`src/rtl/core/ucdw_pkg.sv`:
```
// ----------------------------------------------------------------------------
// ucdw_pkg
// shared types and constants of the configuration descriptor walker
// ----------------------------------------------------------------------------
`default_nettype none

package ucdw_pkg;

    localparam int unsigned MaxInterfaces = 32;
    localparam int unsigned QueueDepth    = 4;

    localparam logic [7:0] HeaderMin   = 8'd9;
    localparam logic [7:0] DescMin     = 8'd2;
    localparam logic [7:0] EpMin       = 8'd7;
    localparam logic [7:0] IntfMin     = 8'd9;
    localparam logic [7:0] TypeConfig  = 8'd2;
    localparam logic [7:0] TypeIntf    = 8'd4;
    localparam logic [7:0] TypeEp      = 8'd5;

    localparam logic [3:0] RoleCfg       = 4'd0;
    localparam logic [3:0] RoleIntf      = 4'd1;
    localparam logic [3:0] RoleEp        = 4'd2;
    localparam logic [3:0] RoleCfgExtra  = 4'd3;
    localparam logic [3:0] RoleIntfExtra = 4'd4;
    localparam logic [3:0] RoleEpExtra   = 4'd5;
    localparam logic [3:0] RoleSkip      = 4'd6;
    localparam logic [3:0] RoleTrail     = 4'd7;
    localparam logic [3:0] RoleReject    = 4'd8;
    localparam logic [3:0] RolePend      = 4'd9;

    // one result beat
    typedef struct packed {
        logic [7:0] byte_value;
        logic [3:0] byte_role;
        logic [7:0] interface_number;
        logic [7:0] alternate_index;
        logic [7:0] endpoint_slot;
        logic [7:0] offset_in_descriptor;
        logic       config_end;
        logic       run_last;
    } t_result;

    // work for the back end: up to three beats from one input byte
    typedef struct packed {
        logic [1:0] count;       // beats minus one
        t_result    r0;
        t_result    r1;
        t_result    r2;
    } t_burst;

endpackage

`default_nettype wire

```
`src/rtl/core/ucdw_front.sv`:
```
// ----------------------------------------------------------------------------
// ucdw_front
// walks the descriptor stream and classifies each byte into a burst
// ----------------------------------------------------------------------------
`default_nettype none

module ucdw_front
    import ucdw_pkg::*;
#(
    parameter int unsigned MAX_INTERFACES = MaxInterfaces
) (
    input  wire logic   i_clk,
    input  wire logic   i_rst_n,
    input  wire logic   i_valid,
    input  wire logic [7:0] i_data_byte,
    output t_burst      o_burst
);

    localparam int unsigned IW = (MAX_INTERFACES > 1) ? $clog2(MAX_INTERFACES) : 1;

    typedef enum logic [3:0] {
        PH_HEAD   = 4'b0001,
        PH_WALK   = 4'b0010,
        PH_TRAIL  = 4'b0100,
        PH_REJECT = 4'b1000
    } t_phase;

    t_phase      r_phase, n_phase;
    logic [15:0] r_left, n_left;
    logic        r_bad, n_bad;
    logic [7:0]  r_hlen, n_hlen;
    logic [7:0]  r_itot, n_itot;
    logic [7:0]  r_off, n_off;
    logic [7:0]  r_dlen, n_dlen;
    logic [3:0]  r_drole, n_drole;
    logic [7:0]  r_held0, n_held0, r_held1, n_held1;
    logic [7:0]  r_cint, n_cint, r_calt, n_calt, r_cep, n_cep;
    logic        r_aval, n_aval, r_eval, n_eval;
    logic [7:0]  r_edecl, n_edecl, r_efill, n_efill;
    logic [7:0]  r_alt [MAX_INTERFACES];
    logic        r_altv [MAX_INTERFACES];
    logic        clr_alt, inc_alt;
    logic [IW-1:0] alt_idx;
    logic [7:0]  alt_rd;
    logic        ended;
    logic [16:0] total;
    t_burst      burst;
    t_result     rr [3];
    logic [1:0]  nres;

    assign alt_idx = i_data_byte[IW-1:0];
    assign alt_rd  = r_altv[alt_idx] ? r_alt[alt_idx] : 8'd0;

    // build one result from the owner state as it stands after this byte
    function automatic t_result mk(input logic [7:0] b, input logic [3:0] role,
                                   input logic [7:0] off, input logic [7:0] ci,
                                   input logic [7:0] ca, input logic [7:0] ce);
        t_result r;
        logic hi, he;
        hi = (role == RoleIntf) || (role == RoleEp) ||
             (role == RoleIntfExtra) || (role == RoleEpExtra);
        he = (role == RoleEp) || (role == RoleEpExtra);
        r.byte_value           = b;
        r.byte_role            = role;
        r.interface_number     = hi ? ci : 8'd0;
        r.alternate_index      = hi ? ca : 8'd0;
        r.endpoint_slot        = he ? ce : 8'd0;
        r.offset_in_descriptor = ((role == RoleTrail) || (role == RoleReject)) ? 8'd0 : off;
        r.config_end           = 1'b0;
        r.run_last             = 1'b0;
        return r;
    endfunction

    // walk step
    always_comb begin
        logic [3:0] role;
        logic [7:0] k;
        n_phase = r_phase; n_left = r_left; n_bad = r_bad; n_hlen = r_hlen;
        n_itot = r_itot; n_off = r_off; n_dlen = r_dlen; n_drole = r_drole;
        n_held0 = r_held0; n_held1 = r_held1; n_cint = r_cint; n_calt = r_calt;
        n_cep = r_cep; n_aval = r_aval; n_eval = r_eval; n_edecl = r_edecl;
        n_efill = r_efill;
        clr_alt = 1'b0; inc_alt = 1'b0; ended = 1'b0;
        nres = 2'd0;
        role = RoleCfg;
        k = r_off;
        total = 17'd0;
        rr[0] = '0; rr[1] = '0; rr[2] = '0;
        unique case (r_phase)
            PH_HEAD: begin
                if (k == 8'd0) begin
                    n_hlen = i_data_byte; n_bad = 1'b0; n_itot = 8'd0;
                    clr_alt = 1'b1; n_aval = 1'b0; n_eval = 1'b0;
                    n_cint = 8'd0; n_calt = 8'd0; n_cep = 8'd0;
                    n_edecl = 8'd0; n_efill = 8'd0;
                    n_held0 = i_data_byte; n_off = 8'd1;
                end else begin
                    if (k == 8'd1) begin
                        n_bad = (i_data_byte != TypeConfig) || (r_hlen < HeaderMin);
                        role = n_bad ? RoleReject : RoleCfg;
                        rr[0] = mk(r_held0, role, 8'd0, 8'd0, 8'd0, 8'd0);
                        rr[1] = mk(i_data_byte, role, 8'd1, 8'd0, 8'd0, 8'd0);
                        nres = 2'd2;
                    end else begin
                        role = r_bad ? RoleReject : RoleCfg;
                        if (k == 8'd2) n_held1 = i_data_byte;
                        if (k == 8'd3) begin
                            total = {1'b0, i_data_byte, r_held1};
                            if (total < 17'd9) total = 17'd9;
                            n_left = 16'(total - 17'd4);
                        end
                        if (k == 8'd4) n_itot = i_data_byte;
                        rr[0] = mk(i_data_byte, role, k, 8'd0, 8'd0, 8'd0);
                        nres = 2'd1;
                        if (k >= 8'd4) begin
                            n_left = r_left - 16'd1;
                            if (n_left == 16'd0) ended = 1'b1;
                        end
                    end
                    n_off = k + 8'd1;
                    if (!ended) begin
                        if (k == 8'd3 && r_bad) begin
                            n_phase = PH_REJECT; n_off = 8'd0;
                        end else if (!n_bad && k >= 8'd8 && n_off >= r_hlen) begin
                            n_phase = PH_WALK; n_off = 8'd0;
                        end
                    end
                end
            end
            PH_WALK: begin
                if (k == 8'd0) begin
                    if (r_left < 16'd2 || i_data_byte < DescMin ||
                        {8'd0, i_data_byte} > r_left) begin
                        n_phase = PH_TRAIL;
                        rr[0] = mk(i_data_byte, RoleTrail, 8'd0, 8'd0, 8'd0, 8'd0);
                        nres = 2'd1;
                    end else begin
                        n_dlen = i_data_byte; n_held0 = i_data_byte; n_off = 8'd1;
                    end
                end else begin
                    if (k == 8'd1) begin
                        if (i_data_byte == TypeIntf) begin
                            if (r_dlen < IntfMin) n_drole = RoleSkip;
                            else begin
                                n_drole = RolePend; n_held1 = i_data_byte;
                            end
                        end else if (i_data_byte == TypeEp) begin
                            if (r_dlen < EpMin || !r_aval || r_efill >= r_edecl)
                                n_drole = RoleSkip;
                            else begin
                                n_cep = r_efill; n_efill = r_efill + 8'd1;
                                n_eval = 1'b1; n_drole = RoleEp;
                            end
                        end else begin
                            n_drole = r_eval ? RoleEpExtra :
                                      (r_aval ? RoleIntfExtra : RoleCfgExtra);
                        end
                        if (n_drole != RolePend) begin
                            rr[0] = mk(r_held0, n_drole, 8'd0, n_cint, n_calt, n_cep);
                            rr[1] = mk(i_data_byte, n_drole, 8'd1, n_cint, n_calt, n_cep);
                            nres = 2'd2;
                        end
                    end else if (k == 8'd2 && r_drole == RolePend) begin
                        if (i_data_byte < r_itot &&
                            {24'd0, i_data_byte} < 32'(MAX_INTERFACES) &&
                            alt_rd != 8'd255) begin
                            n_cint = i_data_byte; n_calt = alt_rd; inc_alt = 1'b1;
                            n_aval = 1'b1; n_eval = 1'b0; n_cep = 8'd0;
                            n_edecl = 8'd0; n_efill = 8'd0; n_drole = RoleIntf;
                        end else n_drole = RoleSkip;
                        rr[0] = mk(r_held0, n_drole, 8'd0, n_cint, n_calt, n_cep);
                        rr[1] = mk(r_held1, n_drole, 8'd1, n_cint, n_calt, n_cep);
                        rr[2] = mk(i_data_byte, n_drole, 8'd2, n_cint, n_calt, n_cep);
                        nres = 2'd3;
                    end else begin
                        if (k == 8'd4 && r_drole == RoleIntf) n_edecl = i_data_byte;
                        rr[0] = mk(i_data_byte, r_drole, k, n_cint, n_calt, n_cep);
                        nres = 2'd1;
                    end
                    n_off = k + 8'd1;
                    if (n_off >= r_dlen) n_off = 8'd0;
                end
                n_left = r_left - 16'd1;
                if (n_left == 16'd0) ended = 1'b1;
            end
            PH_TRAIL, PH_REJECT: begin
                rr[0] = mk(i_data_byte, (r_phase == PH_TRAIL) ? RoleTrail : RoleReject,
                           8'd0, 8'd0, 8'd0, 8'd0);
                nres = 2'd1;
                n_left = r_left - 16'd1;
                if (n_left == 16'd0) ended = 1'b1;
            end
            default: n_phase = PH_HEAD;
        endcase
        if (ended) begin
            n_phase = PH_HEAD; n_off = 8'd0; n_left = 16'd0;
        end
        // flag the last beat of this byte
        burst.count = nres - 2'd1;
        burst.r0 = rr[0]; burst.r1 = rr[1]; burst.r2 = rr[2];
        case (nres)
            2'd1: begin burst.r0.run_last = 1'b1; burst.r0.config_end = ended; end
            2'd2: begin burst.r1.run_last = 1'b1; burst.r1.config_end = ended; end
            2'd3: begin burst.r2.run_last = 1'b1; burst.r2.config_end = ended; end
            default: ;
        endcase
    end

    // burst out, valid only when the byte produced beats
    always_comb begin
        o_burst = burst;
        if (!i_valid || nres == 2'd0) o_burst.count = 2'd3;
    end

    // state registers
    always_ff @(posedge i_clk) begin
        if (!i_rst_n) begin
            r_phase <= PH_HEAD; r_left <= '0; r_bad <= 1'b0; r_hlen <= '0;
            r_itot <= '0; r_off <= '0; r_dlen <= '0; r_drole <= '0;
            r_held0 <= '0; r_held1 <= '0; r_cint <= '0; r_calt <= '0; r_cep <= '0;
            r_aval <= 1'b0; r_eval <= 1'b0; r_edecl <= '0; r_efill <= '0;
        end else if (i_valid) begin
            r_phase <= n_phase; r_left <= n_left; r_bad <= n_bad; r_hlen <= n_hlen;
            r_itot <= n_itot; r_off <= n_off; r_dlen <= n_dlen; r_drole <= n_drole;
            r_held0 <= n_held0; r_held1 <= n_held1; r_cint <= n_cint;
            r_calt <= n_calt; r_cep <= n_cep; r_aval <= n_aval; r_eval <= n_eval;
            r_edecl <= n_edecl; r_efill <= n_efill;
        end
    end

    // alternate counts, valid bits cleared at every header
    always_ff @(posedge i_clk) begin
        if (!i_rst_n) begin
            for (int i = 0; i < MAX_INTERFACES; i++) r_altv[i] <= 1'b0;
        end else if (i_valid && clr_alt) begin
            for (int i = 0; i < MAX_INTERFACES; i++) r_altv[i] <= 1'b0;
        end else if (i_valid && inc_alt) begin
            r_altv[alt_idx] <= 1'b1;
        end
    end

    always_ff @(posedge i_clk) begin
        if (i_valid && inc_alt) r_alt[alt_idx] <= alt_rd + 8'd1;
    end

endmodule

`default_nettype wire

```
`src/rtl/core/ucdw_back.sv`:
```
// ----------------------------------------------------------------------------
// ucdw_back
// burst queue and beat-by-beat result delivery
// ----------------------------------------------------------------------------
`default_nettype none

module ucdw_back
    import ucdw_pkg::*;
(
    input  wire logic   i_clk,
    input  wire logic   i_rst_n,
    input  wire logic   i_push,
    input  wire t_burst i_burst,
    output logic        o_full,
    output logic        o_empty,
    input  wire logic   i_pop,
    output t_result     o_result
);

    localparam int unsigned AW = $clog2(QueueDepth);

    t_burst        r_q [QueueDepth];
    logic [AW-1:0] r_wp, r_rp;
    logic [AW:0]   r_cnt;
    logic [1:0]    r_beat;
    logic          wr, rd, last;
    t_burst        head;

    // a push of count 3 means the byte gave no beats
    assign wr   = i_push && !o_full && (i_burst.count != 2'd3);
    assign head = r_q[r_rp];
    assign o_empty = (r_cnt == '0);
    assign o_full  = (r_cnt == (AW+1)'(QueueDepth));
    assign last = (r_beat == head.count);
    assign rd   = i_pop && !o_empty && last;

    always_comb begin
        case (r_beat)
            2'd0:    o_result = head.r0;
            2'd1:    o_result = head.r1;
            default: o_result = head.r2;
        endcase
    end

    always_ff @(posedge i_clk) begin
        if (wr) r_q[r_wp] <= i_burst;
    end

    // pointers and beat counter
    always_ff @(posedge i_clk) begin
        if (!i_rst_n) begin
            r_wp <= '0; r_rp <= '0; r_cnt <= '0; r_beat <= '0;
        end else begin
            if (wr) r_wp <= r_wp + AW'(1);
            if (rd) r_rp <= r_rp + AW'(1);
            r_cnt <= r_cnt + (AW+1)'(wr) - (AW+1)'(rd);
            if (i_pop && !o_empty) r_beat <= last ? 2'd0 : r_beat + 2'd1;
        end
    end

endmodule

`default_nettype wire

```
`src/rtl/core/usb_config_descriptor_walker.sv`:
```
// ----------------------------------------------------------------------------
// usb_config_descriptor_walker
// tags each byte of a configuration descriptor stream with its owner
// ----------------------------------------------------------------------------
// channel  dir  handshake      beat
// input    in   i_push/o_full  one stream byte
// result   out  o_empty/i_pop  one tagged byte
//
// the front end classifies one byte per cycle while o_full is low and queues
// up to three beats per byte as one burst; the back end hands out one beat per
// cycle while i_pop is high, and a byte gives zero to three beats, one on average
// as every byte is tagged once; its beats are queued when the byte is accepted
// reset is synchronous, active low; it clears the walk and the queue
// full rises when the four-entry burst queue is taken
// ----------------------------------------------------------------------------
`default_nettype none

module usb_config_descriptor_walker
    import ucdw_pkg::*;
#(
    parameter int unsigned MAX_INTERFACES = MaxInterfaces
) (
    input  wire logic       i_clk,
    input  wire logic       i_rst_n,
    input  wire logic       i_push,
    output logic            o_full,
    input  wire logic [7:0] i_data_byte,
    output logic            o_empty,
    input  wire logic       i_pop,
    output logic [7:0]      o_byte_value,
    output logic [3:0]      o_byte_role,
    output logic [7:0]      o_interface_number,
    output logic [7:0]      o_alternate_index,
    output logic [7:0]      o_endpoint_slot,
    output logic [7:0]      o_offset_in_descriptor,
    output logic            o_config_end,
    output logic            o_run_last
);

    t_burst  burst;
    t_result res;
    logic    acc;

    assign acc = i_push && !o_full;

    ucdw_front #(.MAX_INTERFACES(MAX_INTERFACES)) u_front (
        .i_clk(i_clk), .i_rst_n(i_rst_n), .i_valid(acc),
        .i_data_byte(i_data_byte), .o_burst(burst)
    );

    ucdw_back u_back (
        .i_clk(i_clk), .i_rst_n(i_rst_n), .i_push(acc), .i_burst(burst),
        .o_full(o_full), .o_empty(o_empty), .i_pop(i_pop), .o_result(res)
    );

    assign o_byte_value           = res.byte_value;
    assign o_byte_role            = res.byte_role;
    assign o_interface_number     = res.interface_number;
    assign o_alternate_index      = res.alternate_index;
    assign o_endpoint_slot        = res.endpoint_slot;
    assign o_offset_in_descriptor = res.offset_in_descriptor;
    assign o_config_end           = res.config_end;
    assign o_run_last             = res.run_last;

endmodule

`default_nettype wire

```
`config.mk`:
```
export PLATFORM = sky130hd
export DESIGN_NAME = usb_config_descriptor_walker
export DESIGN_NICKNAME = d
export VERILOG_FILES = /design/src/rtl/core/ucdw_pkg.sv /design/src/rtl/core/ucdw_front.sv /design/src/rtl/core/ucdw_back.sv /design/src/rtl/core/usb_config_descriptor_walker.sv
export SDC_FILE = /design/constraint.sdc
export NUM_CORES = 1
export LEC_CHECK = 0
export BUFFER_PORTS_ARGS = -buffer_cell sky130_fd_sc_hd__buf_2
export CAP_MARGIN = 20
export CORE_MARGIN = 1
export CORE_UTILIZATION = 60
export DETAILED_ROUTE_END_ITERATION = 6
export PLACE_DENSITY = 0.88
export SETUP_SLACK_MARGIN = 0.02
export SLEW_MARGIN = 20
export SYNTH_ARGS = -nofsm -noshare
export SYNTH_HDL_FRONTEND = slang
export SYNTH_SLANG_ARGS = --single-unit
```
`constraint.sdc`:
```
create_clock -name i_clk -period 22.5 [get_ports i_clk]
set_clock_uncertainty 0.1 [all_clocks]
set_input_delay 4.5 -clock i_clk [delete_from_list [all_inputs] [get_ports i_clk]]
set_output_delay 4.5 -clock i_clk [all_outputs]
set_load 0.05 [all_outputs]
```
==> impl_metrics.csv <==
group,metric,value,unit
status,status,"complete, but fails checks",
status,violations,"DRC",
setup_path,startpoint_type,"input pin",
finish,drive_above_1_share,18.5,%
global_route,grt_max_degree,70,
sta,period_share,43.8,%
setup_path,cp.depth,14,
sta,fin_setup_tns,0,ns
flow_run,maxCapViolations,0,
finish,syn2layout_area_growth,11.1,%
clock_network,cts_buffers,86,
power_and_ir_drop,pwr-share-clk,37.2,%
setup_path,r2r_end,"u_back.r_q[3][22]",
finish,fillers,3864,
placed_design,io_buffer_count,59,
logic_synthesis,avgSynthCellArea,15.0,µm²
logic_synthesis,synth_cells,2494,
finish,layout_common_cells,"edfxtp_1 (720), nand2_1 (213), mux4_2 (183)",
power_and_ir_drop,p_per_area,95.8,nW/µm²
detailed_routing,drt_iter0_drc,3641,
power_and_ir_drop,power_frac_seq,46.1,%
setup_path,path_delay_family,"compound AO/OA/AOI/OAI gates",
global_route,antenna_found_initial,0,
clock_network,htree_levels,3,
setup_path,rrSetupSlack,16.21,ns
detailed_routing,vias,23800,
setup_path,path_cells,"buf_2, ha_1, nand4_1, o22ai_1, a2111oi_0, a211oi_1, a21o_1, nand2_1, inv_1, ha_1, or2_2, a31oi_2, and2_4, buf_4",
clock_network,post-cts-setup-buffer-count,0,
worst_hold_path,hold_class,"register to register",
logic_synthesis,yosysTopAreaCell,"edfxtp_1",
finish,register_area,24800,µm²
finish,final_common_cell,"edfxtp_1",
detailed_routing,antenna_left,0,
logic_synthesis,synth_flop_cell,"edfxtp_1",
sta,slew_headroom,26.1,%
clock_network,path_clk_slew,0.07,ns
finish,antenna_cells,0,
logic_synthesis,synthArstFlopShare,0,%
placed_design,hpwl,58.5,mm
clock_network,ctsHoldBuffers,0,
setup_path,cp.arrival,10.00,ns
setup_path,crit_path_end,"u_back.r_q[3][22]",
logic_synthesis,seq_area_frac_synth,66.1,%
die,initial_core_util,60.8,%
power_and_ir_drop,p_sw,1.16,mW
setup_path,worstSetupEndpointType,"register",
power_and_ir_drop,leakage,14.2,nW
detailed_routing,wl,97.5,mm
clock_network,tritoncts,"yes",
logic_synthesis,yosys_warnings,0,
die,dieArea,63500,µm²
sta,setup_viol,0,
logic_synthesis,netlist_area,37500,µm²
sta,drv_slew,0,
setup_path,crit-reg2reg-launch,"u_front.r_left[10]",
clock_network,clk_latency,0.67,ns
detailed_routing,viasPerCell,6.90,
sta,finalHoldViolCount,0,
logic_synthesis,synth_edf_count,720,
setup_path,crit_buf_inv,3,
logic_synthesis,ys_types,93,
setup_path,worst_r2r_path_depth,13,
sta,finalCriticalPeriod,9.84,ns
placed_design,place_congestion,0.959,
global_route,grt_pass1_vias,23400,
placed_design,place_ws,12.25,ns
die,ioPinCount,60,
die,placementRows,91,
setup_path,path_class,"input pin to register",
detailed_routing,first_pass_iters,7,
die,core,61700,µm²
setup_path,path_max_fanout,68,
finish,layout.nets,2615,
power_and_ir_drop,intPower,2.83,mW
clock_network,cts_root_buf,"clkbuf_16",
logic_synthesis,synth_top_area_share,57.6,%
setup_path,critPathRequiredTime,22.65,ns
logic_synthesis,yosys_register_bits,878,
sta,timing.fmax,102,MHz
global_route,grt_pass1_wl,146,mm
clock_network,cts_max_path_buffers,3,
sta,fin_ws,12.66,ns
power_and_ir_drop,ir_drop,66.9,µV
sta,tightest_slew,1.11,ns
power_and_ir_drop,sw_frac_of_total,29.0,%
sta,grt_setup_unrepaired,"false",
power_and_ir_drop,pwr-share-comb,16.7,%
finish,multi_input_area,12000,µm²
global_route,overflow,0,
setup_path,slowest_stage,"buf_4",
clock_network,cts_resized,0,
clock_network,cts_sinks,878,
setup_path,crit_start,"i_data_byte[4]",
detailed_routing,wl_per_cell,28.3,µm
die,die_x,252,µm
die,fp.dieH,252,µm
logic_synthesis,ys_top_cells_by_area,"edfxtp_1 (58%), mux4_2 (11%), dfxtp_1 (8.4%)",
detailed_routing,drc,1,
global_route,track_usage,30.9,%
setup_path,path_common_cell,"ha_1",
setup_path,slowest_delay,0.88,ns
final cells by class:
class                   count  area share, %
flip-flops and latches    878           59.5
multi-input cells        1418           28.9
clock buffers             101           5.30
well taps                 837           2.51
clock inverters            60           1.66
repair buffers             90           1.47
inverters                  68          0.625
worst min-delay path, stage by stage (launching register included):
cell and delay, ns:
dfxtp_1 0.33, nand2_1 0.04, o21ai_0 0.05
flip-flops by register name, summed over array words and instances, names as in the netlist, 16 cells and up, named ones only:
| name | count |
|---|---|
| u_front.r_left | 16 |
| u_back.r_q | 464 |
| u_front.r_alt | 256 |
| u_front.r_altv | 32 |
per-stage QoR:
stage / hold WS, ns / std cells / area, µm² / util, % / total power, mW
2_1_floorplan: 0.320 / 2505 / 37600 / - / 2.33
6_report: 0.355 / 3452 / 41700 / 67.5 / 3.99
4_1_cts: 0.354 / 3448 / 41500 / 67.3 / 3.99
5_1_grt: 0.391 / 3452 / 41700 / 67.5 / 4.09
3_3_place_gp: 0.331 / 3287 / 38600 / 62.6 / 2.51
3_5_place_dp: 0.344 / 3287 / 38600 / 62.6 / 2.53
synthesized netlist by cell type (12+ instances only):
| cell | n |
|---|---|
| xor2_1 | 13 |
| edfxtp_1 | 720 |
| o31ai_1 | 14 |
| or3_1 | 12 |
| clkbuf_1 | 92 |
| and2_1 | 41 |
| nand2_1 | 213 |
| buf_2 | 15 |
| a22o_1 | 46 |
| mux2i_1 | 60 |
| dfxtp_1 | 158 |
| and3_1 | 19 |
| o21ai_0 | 96 |
| a21oi_1 | 68 |
| nand2b_1 | 16 |
| inv_1 | 63 |
| nand4_1 | 16 |
| a22oi_1 | 67 |
| nor2b_1 | 13 |
| ha_1 | 60 |
| xnor2_1 | 19 |
| nor3_1 | 43 |
| a21o_1 | 30 |
| mux4_2 | 183 |
| nand3_1 | 49 |
| nor2_1 | 177 |
| buf_1 | 18 |
power by group through the flow:
| stage | Sequential (mW) | Combinational, mW | Clock (mW) |
|---|---|---|---|
| finish | 1.84 | 0.666 | 1.48 |
| detailed placement | 1.87 | 0.655 | 0 |
| global placement | 1.87 | 0.643 | 0 |
| global route | 1.84 | 0.697 | 1.55 |
| floorplan | 1.87 | 0.466 | 0 |
| CTS | 1.84 | 0.662 | 1.48 |
cell families after synthesis:
kind of cell / count (synthesis) / synth area share, %
fa+ha+maj: 61 / 2.05
flops: 878 / 66.1
simple gates: 653 / 8.28
xor+xnor: 32 / 0.747
other cells: 1 / 0.0100
buf+inv: 209 / 2.42
mux: 247 / 12.7
compound gates: 413 / 7.67
layer usage:
metal / vias up / share of wire (%) / GRT usage [%] / routed length, µm
met5: - / 0 / 0 / 0
met4: 0 / 4.0 / 13.1 / 3880
met3: 324 / 12 / 6.56 / 11400
met2: 1884 / 48 / 48.7 / 46300
met1: 11900 / 37 / 42.3 / 35900
li1: 9749 / - / - / -
how the worst min path moves through the flow:
stage | start | slack [ns] | to | depth (start not counted)
2_1_floorplan | u_front.r_altv[12] | 0.32 | u_front.r_altv[12] | 2
3_3_place_gp | u_front.r_altv[18] | 0.33 | u_front.r_altv[18] | 2
3_5_place_dp | u_front.r_altv[4] | 0.34 | u_front.r_altv[4] | 2
4_1_cts | u_front.r_altv[4] | 0.35 | u_front.r_altv[4] | 2
5_1_grt | u_front.r_altv[7] | 0.39 | u_front.r_altv[7] | 2
6_report | u_front.r_altv[4] | 0.36 | u_front.r_altv[4] | 2
(Power assumes the default switching activity.)
